===== src/rtl/core/rmte_pkg.sv =====
// Shared constants, item type and arctangent table for the matrix-to-angles block.
package rmte_pkg;

    localparam int CORDIC_STEPS = 16;
    localparam int N_ITER       = (CORDIC_STEPS > 24) ? 24 : CORDIC_STEPS;
    localparam int SQRT_STEPS   = 15;
    localparam int W_IN         = 16;
    localparam int W_OP         = 17;
    localparam int W_XY         = 33;
    localparam int W_Z          = 24;
    localparam int W_RAD        = 29;
    localparam int W_YAW        = 15;
    localparam int W_PITCH      = 14;
    localparam int LIM_YAW      = 11520;
    localparam int LIM_PITCH    = 5760;
    localparam int Q_ONE        = 16384;
    localparam int DEG180_Z     = 2949120;

    typedef struct packed {
        logic                   sing;
        logic signed [W_OP-1:0] yaw_y;
        logic signed [W_OP-1:0] yaw_x;
        logic signed [W_OP-1:0] roll_y;
        logic signed [W_OP-1:0] roll_x;
        logic signed [W_IN-1:0] s;
        logic [W_RAD-1:0]       rad;
    } t_front_item;

    function automatic logic signed [W_Z-1:0] atan_tab(input int i);
        logic signed [W_Z-1:0] v;
        case (i)
            0:       v = 24'sd737280;
            1:       v = 24'sd435242;
            2:       v = 24'sd229970;
            3:       v = 24'sd116736;
            4:       v = 24'sd58595;
            5:       v = 24'sd29326;
            6:       v = 24'sd14667;
            7:       v = 24'sd7334;
            8:       v = 24'sd3667;
            9:       v = 24'sd1833;
            10:      v = 24'sd917;
            11:      v = 24'sd458;
            12:      v = 24'sd229;
            13:      v = 24'sd115;
            14:      v = 24'sd57;
            15:      v = 24'sd29;
            16:      v = 24'sd14;
            17:      v = 24'sd7;
            18:      v = 24'sd4;
            19:      v = 24'sd2;
            20:      v = 24'sd1;
            default: v = '0;
        endcase
        return v;
    endfunction

endpackage


===== src/rtl/core/rmte_front.sv =====
// Front end: classifies the matrix and forms the operands of each angle.
module rmte_front
    import rmte_pkg::*;
(
    input  logic signed [rmte_pkg::W_IN-1:0] i_r00,
    input  logic signed [rmte_pkg::W_IN-1:0] i_r02,
    input  logic signed [rmte_pkg::W_IN-1:0] i_r10,
    input  logic signed [rmte_pkg::W_IN-1:0] i_r11,
    input  logic signed [rmte_pkg::W_IN-1:0] i_r12,
    input  logic signed [rmte_pkg::W_IN-1:0] i_r20,
    input  logic signed [rmte_pkg::W_IN-1:0] i_r22,
    output rmte_pkg::t_front_item            o_item
);
    logic                   sing;
    logic signed [W_IN-1:0] s;
    logic signed [31:0]     sq;

    always_comb begin
        sing = (i_r00 == 16'sd16384) || (i_r00 == -16'sd16384);
        if (i_r10 > 16'sd16384) s = 16'sd16384;
        else if (i_r10 < -16'sd16384) s = -16'sd16384;
        else s = i_r10;
        sq = 32'(s) * 32'(s);
        o_item.sing   = sing;
        o_item.yaw_y  = sing ? W_OP'(i_r02) : -W_OP'(i_r20);
        o_item.yaw_x  = sing ? W_OP'(i_r22) : W_OP'(i_r00);
        o_item.roll_y = -W_OP'(i_r12);
        o_item.roll_x = W_OP'(i_r11);
        o_item.s      = s;
        o_item.rad    = W_RAD'(32'sd268435456 - sq);
    end
endmodule


===== config.mk =====
export PLATFORM = sky130hd
export DESIGN_NAME = rmte_front
export DESIGN_NICKNAME = d
export VERILOG_FILES = /design/src/rtl/core/rmte_pkg.sv /design/src/rtl/core/rmte_front.sv
export SDC_FILE = /design/constraint.sdc
export NUM_CORES = 1
export LEC_CHECK = 0
export BUFFER_PORTS_ARGS = -buffer_cell sky130_fd_sc_hd__buf_2
export CAP_MARGIN = 20
export CORE_UTILIZATION = 45
export DETAILED_ROUTE_END_ITERATION = 6
export PLACE_DENSITY = 0.75
export SETUP_SLACK_MARGIN = 0.5
export SLEW_MARGIN = 20
export SYNTH_ARGS = -nofsm -noshare
export SYNTH_HDL_FRONTEND = slang
export SYNTH_SLANG_ARGS = --single-unit

===== constraint.sdc =====
create_clock -name vclk -period 10.3
set_clock_uncertainty 0.1 [all_clocks]
set_input_delay 0.515 -clock vclk [all_inputs]
set_output_delay 0.515 -clock vclk [all_outputs]
set_load 0.05 [all_outputs]

==> metrics.md <==
| Metric | Value |
|---|---|
| Outcome | complete, no violations |
| Nets | 1,751 |
| Diode count | 0 |
| Hold_buf cts | 0 |
| Element type at the critical path start | input port |
| Routed wire length | 25,200 um |
| Max stage delay on crit path | 0.53 ns |
| CP Class | input port to primary output |
| Fmax | 110 MHz |
| Post-synth top area cell | fa_1 |
| Sequential share of the synthesized area | 0% |
| Slew @ Worst Pin | 0.708 ns |
| Drt drc | 0 |
| Vias | 8,175 |
| Syn Nets | 1,615 |
| Period utilisation layout | 88.6% |
| Setup TNS | 0 ns |
| Layout cells sized above 1 | 16.0% |
| Die Ht | 151 um |
| Mean number of vias per cell | 5.07 |
| Slew Limit Headroom | 52.8% |
| Final hold vios | 0 |
| Yosys warnings | 0 |
| Delay-heaviest family, CP | adder cells |
| Post-Syn Area | 9970 sq um |
| PortBufs | 193 |
| DRT antenna net count | 0 |
| Post-CTS Resized | 0 |
| Largest net degree at the start of global routing | 30 |
| Most used cell, CP | fa_1 |
| Syn avg cell area | 8.33 sq um |
| Max Slew Vio Count | 0 |
| Unrepaired setup endpoints after global routing | no |
| Fill cell count | 2,071 |
| Crit path max fanout | 19 |
| Global placement routability congestion | 0.944 |
| Synth-to-Final Area Change | 10.2% |
| Vias in the first global route | 8,449 |
| Starting density of the core | 45.8% |
| Critical-path top delay cell | fa_1 |
| DIE WIDTH | 151 um |
| Seq. cell area | 0 sq um |
| # IOs | 226 |
| Worst EP required | 9.69 ns |
| FFs & Latches | 0 |
| First-pass GRT wire length | 41,900 um |
| Most common cell in the netlist | inv_1 |
| Congestion Overflow GR | 0 |
| Min-Delay Path Class | input port to primary output |
| CP endpoint kind | primary output |
| Clock buffer count | 0 |
| Initial antenna violation count | 0 |
| CP arrival | 8.51 ns |
| DR pass1 iterations | 5 |
| Post-synth cell types | 56 |
| Multi-input logic area | 8330 sq um |
| Wire length per cell | 15.6 um |
| Cells after synthesis | 1,198 |
| Commonest cells post-synth | inv_1, fa_1, nand2_1 |
| Main area contributors after synthesis | fa_1, inv_1, ha_1, xnor2_1, nand2_1 |
| Row count | 54 |
| Post-synth top area share | 42.7% |
| Final setup viols | 0 |
| Core footprint | 21,800 sq um |
| Buf+Inv Stages, Crit Path | 7 |
| Initial drt markers | 563 |
| Fin crit period | 9.12 ns |
| Gr usage total | 23.5% |
| Total of max-cap violations | 0 |
| DP HPWL | 22,700 um |
| Die area | 22,800 sq um |
| Postcts setup bufs | 0 |
-- cell families (layout without fill, tap and decap cells) --
logic type	count (synthesis)	after routing	synth area share, %
AOI/OAI and AO/OA	103	103	7.24
xor gates and xnor gates	82	82	7.68
adders and majority gates	305	305	54.3
buffers and inverters	414	548	16.5
and+or+nand+nor	294	294	14.3
-- cells in the final DEF (no fill, tap or decap), types with 4 or more instances in the layout --
cell type,instances
nand3_1,18
ha_1,92
nor3_1,15
o21ai_0,8
and3_1,37
a31oi_1,4
inv_2,6
a21oi_1,29
nor2_1,62
and2_1,20
nor2b_1,6
nor4_1,13
xnor2_1,56
o21bai_1,5
a21o_1,24
nand2_1,96
nand2b_1,9
xor2_1,22
fa_1,213
buf_2,193
inv_1,346
-- metal layers --
layer / wire (um) / track usage (%) / part of all wire (%)
met4: 856 / 6.95 / 3.4
met1: 10400 / 31.8 / 41
met2: 12600 / 40.0 / 50
met5: 0 / 0 / 0
met3: 1400 / 2.23 / 5.6
-- worst paths after layout --
check	end	depth (start not counted)	from	slack, ns
worst max-delay path	o_item[28]	27	i_r10[14]	1.18
worst min-delay path	o_item[46]	0	i_r11[1]	0.93
-- layout make-up --
cell class,instances,share of cell area (%)
inverters,352,12.0
multi-input cells,784,75.8
well taps,280,3.19
repair buffers,196,9.03
-- metrics by stage --
step	hold slack (ns)	util, %	instances	area [sq um]	setup WS [ns]
6_report	0.930	50.5	1612	11000	1.18
5_1_grt	0.930	50.5	1612	11000	0.586
4_1_cts	0.930	50.5	1611	11000	1.23
3_5_place_dp	0.930	50.5	1611	11000	1.23
3_3_place_gp	0.930	50.5	1611	11000	1.50
2_1_floorplan	1.10	-	1198	9970	1.65
Power is not shown: default switching activity piles up to over one toggle a cycle in this logic, so the estimate is an artifact.
