===== src/rtl/core/rmte_pkg.sv =====
// Shared constants, item type and arctangent table for the matrix-to-angles block.
package rmte_pkg;

    localparam int CORDIC_STEPS = 16;
    localparam int N_ITER       = (CORDIC_STEPS > 24) ? 24 : CORDIC_STEPS;
    localparam int SQRT_STEPS   = 15;
    localparam int W_IN         = 16;
    localparam int W_OP         = 17;
    localparam int W_XY         = 33;
    localparam int W_Z          = 24;
    localparam int W_RAD        = 29;
    localparam int W_YAW        = 15;
    localparam int W_PITCH      = 14;
    localparam int LIM_YAW      = 11520;
    localparam int LIM_PITCH    = 5760;
    localparam int Q_ONE        = 16384;
    localparam int DEG180_Z     = 2949120;

    typedef struct packed {
        logic                   sing;
        logic signed [W_OP-1:0] yaw_y;
        logic signed [W_OP-1:0] yaw_x;
        logic signed [W_OP-1:0] roll_y;
        logic signed [W_OP-1:0] roll_x;
        logic signed [W_IN-1:0] s;
        logic [W_RAD-1:0]       rad;
    } t_front_item;

    function automatic logic signed [W_Z-1:0] atan_tab(input int i);
        logic signed [W_Z-1:0] v;
        case (i)
            0:       v = 24'sd737280;
            1:       v = 24'sd435242;
            2:       v = 24'sd229970;
            3:       v = 24'sd116736;
            4:       v = 24'sd58595;
            5:       v = 24'sd29326;
            6:       v = 24'sd14667;
            7:       v = 24'sd7334;
            8:       v = 24'sd3667;
            9:       v = 24'sd1833;
            10:      v = 24'sd917;
            11:      v = 24'sd458;
            12:      v = 24'sd229;
            13:      v = 24'sd115;
            14:      v = 24'sd57;
            15:      v = 24'sd29;
            16:      v = 24'sd14;
            17:      v = 24'sd7;
            18:      v = 24'sd4;
            19:      v = 24'sd2;
            20:      v = 24'sd1;
            default: v = '0;
        endcase
        return v;
    endfunction

endpackage


===== src/rtl/core/rmte_fifo.sv =====
// Two-entry item queue between front and back.
module rmte_fifo
    import rmte_pkg::*;
(
    input  logic        i_clk,
    input  logic        i_rst_n,
    input  logic        i_push,
    input  t_front_item i_data,
    input  logic        i_pop,
    output logic        o_full,
    output logic        o_empty,
    output t_front_item o_data
);
    t_front_item r_mem [2];
    logic        r_wp, r_rp;
    logic [1:0]  r_cnt;
    logic        push_ok, pop_ok;

    assign o_full   = (r_cnt == 2'd2);
    assign o_empty  = (r_cnt == 2'd0);
    assign o_data   = r_mem[r_rp];
    assign push_ok  = i_push && !o_full;
    assign pop_ok   = i_pop && !o_empty;

    always_ff @(posedge i_clk) begin
        if (push_ok) begin
            r_mem[r_wp] <= i_data;
        end
        if (!i_rst_n) begin
            r_wp  <= 1'b0;
            r_rp  <= 1'b0;
            r_cnt <= 2'd0;
        end else begin
            if (push_ok) r_wp <= ~r_wp;
            if (pop_ok) r_rp <= ~r_rp;
            r_cnt <= r_cnt + 2'(push_ok) - 2'(pop_ok);
        end
    end
endmodule


===== config.mk =====
export PLATFORM = sky130hd
export DESIGN_NAME = rmte_fifo
export DESIGN_NICKNAME = d
export VERILOG_FILES = /design/src/rtl/core/rmte_pkg.sv /design/src/rtl/core/rmte_fifo.sv
export SDC_FILE = /design/constraint.sdc
export NUM_CORES = 1
export LEC_CHECK = 0
export BUFFER_PORTS_ARGS = -buffer_cell sky130_fd_sc_hd__buf_2
export CORE_UTILIZATION = 52
export DETAILED_ROUTE_END_ITERATION = 8
export PLACE_DENSITY_LB_ADDON = 0.1
export SLEW_MARGIN = 20
export SYNTH_ARGS = -nofsm -noshare
export SYNTH_HDL_FRONTEND = slang
export SYNTH_SLANG_ARGS = --single-unit
export TNS_END_PERCENT = 30

===== constraint.sdc =====
create_clock -name i_clk -period 8.11 [get_ports i_clk]
set_input_delay 0.811 -clock i_clk [delete_from_list [all_inputs] [get_ports i_clk]]
set_output_delay 0.811 -clock i_clk [all_outputs]
set_load 0.05 [all_outputs]

==> metrics.cfg <==
[synthesis]
synth_top_area_share_pct=78.6
yosysWarnings=0
netlist_instances=382
yosysUniqueCellTypes=19
synth_area_leader_cell=edfxtp_1
syn_area_um2=8710
yosysSeqAreaShare_pct=79.8
synth_area_leaders=edfxtp_1, mux2_4, mux2_2
avgSynthCellArea_um2=22.8
syn-num-nets=502
synth-seq-cells=233

[critical_path]
start_kind=flop
crit_chain=buf_4 -> mux2_2 -> buf_2
worst-path-max-fanout=58
critical_path_class=reg2out
cpPeakStageDelay_ns=0.91
worst_path_max_delay_cell=dfxtp_4
worstPathArrival_ns=2.98
worstPathRequired_ns=7.30
cp-end-kind=output port

[pwr]
powerDensity_nw_per_um2=399
fin_total_pwr_uw=4360
leakagePower_uw=0.00425
vdd_ir_drop_max_mv=0.232

[final_layout]
nets=752
final_cell_mix=buf_2, edfxtp_1, mux2_4
drive_gt1_share_pct=60.3
multiInputGateArea_um2=1640
final_common_cell=buf_2
layout.core_utilization_pct=67.9
fin_cells=867
area_growth_pct=25.7
fillers=1131
seq_area_um2=6950

[clock_tree]
cts_hold_buf=0
h-tree-depth=1
root_buffer=clkbuf_16
cts_buffers=24
post-cts-setup-buffers=0
cts.path.max_buffers=3
cts_tree=built
clk_latency_ns=0.50
clock-sinks=233
postCtsResizedCells=0
clkTransAtPathRegs_ns=0.06

[detailed_routing]
via_per_inst=4.95
first_pass_iters=4
routedWlPerCell_um=17.6
postRouteAntennaNets=0
finalWirelength_um=15200
vias=4294
drtIter0Drc=193
drcViolationCount=0

[die]
dieArea_um2=17300
ios=234
core-area_um2=16100
rows=46
start_util_pct=54.0
die_w_um=131
die-height_um=131

[global_routing]
grt_use_total_pct=17.6
antenna_found_initial=2
grt_max_degree=62
grt-ovfl-total=0
grt_pass1_wl_um=23700
grt_pass1_vias=4623

[run_status]
status=finished clean

[placement]
placed_cells=822
io_buffers=233
place.gp.congestion=0.750
hpwl_um=9860

[hold_path]
min_path_type=in2reg

[sta]
finalCritPeriodShare_pct=46.7
period_needed_ns=3.79
fin_skew_ns=0.00773
max_slew_margin_pct=33.9
hold_violations=0
slew_viol_final=0
fmax_mhz=264
finalSetupTns_ns=0
setup_viol=0
rsz0062_at_grt=false
worstMarginPinSlew_ns=0.991
whs_ns=0.498

[run]
max_cap_violations=0

## critical path, delay by kind of cell, from the launching register on
family / cells / cell delay [ns]
flops: 1 / 0.91
buf+inv: 2 / 1.09
mux: 1 / 0.41
## flip-flops by register name, summed over array words and instances (netlist names), named ones only
register,cells
r_cnt,2
r_mem,228
r_wp,1
r_rp,1
## synthesized netlist by cell type, drive strengths merged
master,instances
and2,2
and3,1
buf,13
dfxtp,5
edfxtp,228
ha,2
inv,3
mux2,114
mux2i,1
nand2,2
nand2b,2
nor2,5
nor3,1
o21a,1
xnor2,1
xor2,1
## stage by stage
| step | setup WS [ns] | cell area (um2) |
|---|---|---|
| 5_1_grt | 4.13 | 10900 |
| 3_5_place_dp | 4.79 | 10100 |
| 6_report | 4.32 | 10900 |
| 4_1_cts | 4.26 | 10900 |
| 3_3_place_gp | 4.81 | 10100 |
| 2_1_floorplan | 1.88 | 8710 |
## final cells by class
type | count | area share, %
clock inverters | 17 | 2.17
well taps | 216 | 2.47
inverters | 3 | 0.103
multi-input cells | 133 | 15.0
repair buffers | 237 | 10.9
flip-flops and latches | 233 | 63.5
diodes | 1 | 0.0229
clock buffers | 27 | 5.78
## path summary, 6_finish.rpt
kind	depth (start not counted)	slack, ns	end	startpoint
worst max-delay path	3	4.32	o_data[2]	flop
worst min-delay path	1	0.50	r_mem[0][103]	i_data[103]
worst max register to register	3	5.65	r_mem[1][36]	r_cnt[0]
worst min register to register	2	0.52	flop	r_rp
## power breakdown
part           switching [uW]  total (uW)  internal (uW)  leakage, uW
clock                     428        1180            752     0.000429
combinational            1080        1540            461      0.00165
sequential               92.9        1650           1560      0.00217
total                    1600        4360           2770      0.00425
## per-layer routing
metal  GRT usage, %  vias to the layer above  part of all wire [%]
met5              0                        -                  0.15
met4           5.23                        4                   2.0
met3           5.44                       31                   8.6
met2           30.8                      172                    51
met1           20.9                     2073                    39
li1               -                     2014                     -
## logic make-up after synthesis
group / after synthesis / synth area share, %
DFF: 233 / 79.8
muxes: 115 / 17.4
buffers and inverters: 16 / 1.49
and+or+nand+nor: 13 / 0.718
xor gates and xnor gates: 2 / 0.201
adders and majority gates: 2 / 0.287
AOI/OAI and AO/OA: 1 / 0.0862
(Power assumes the default switching activity.)
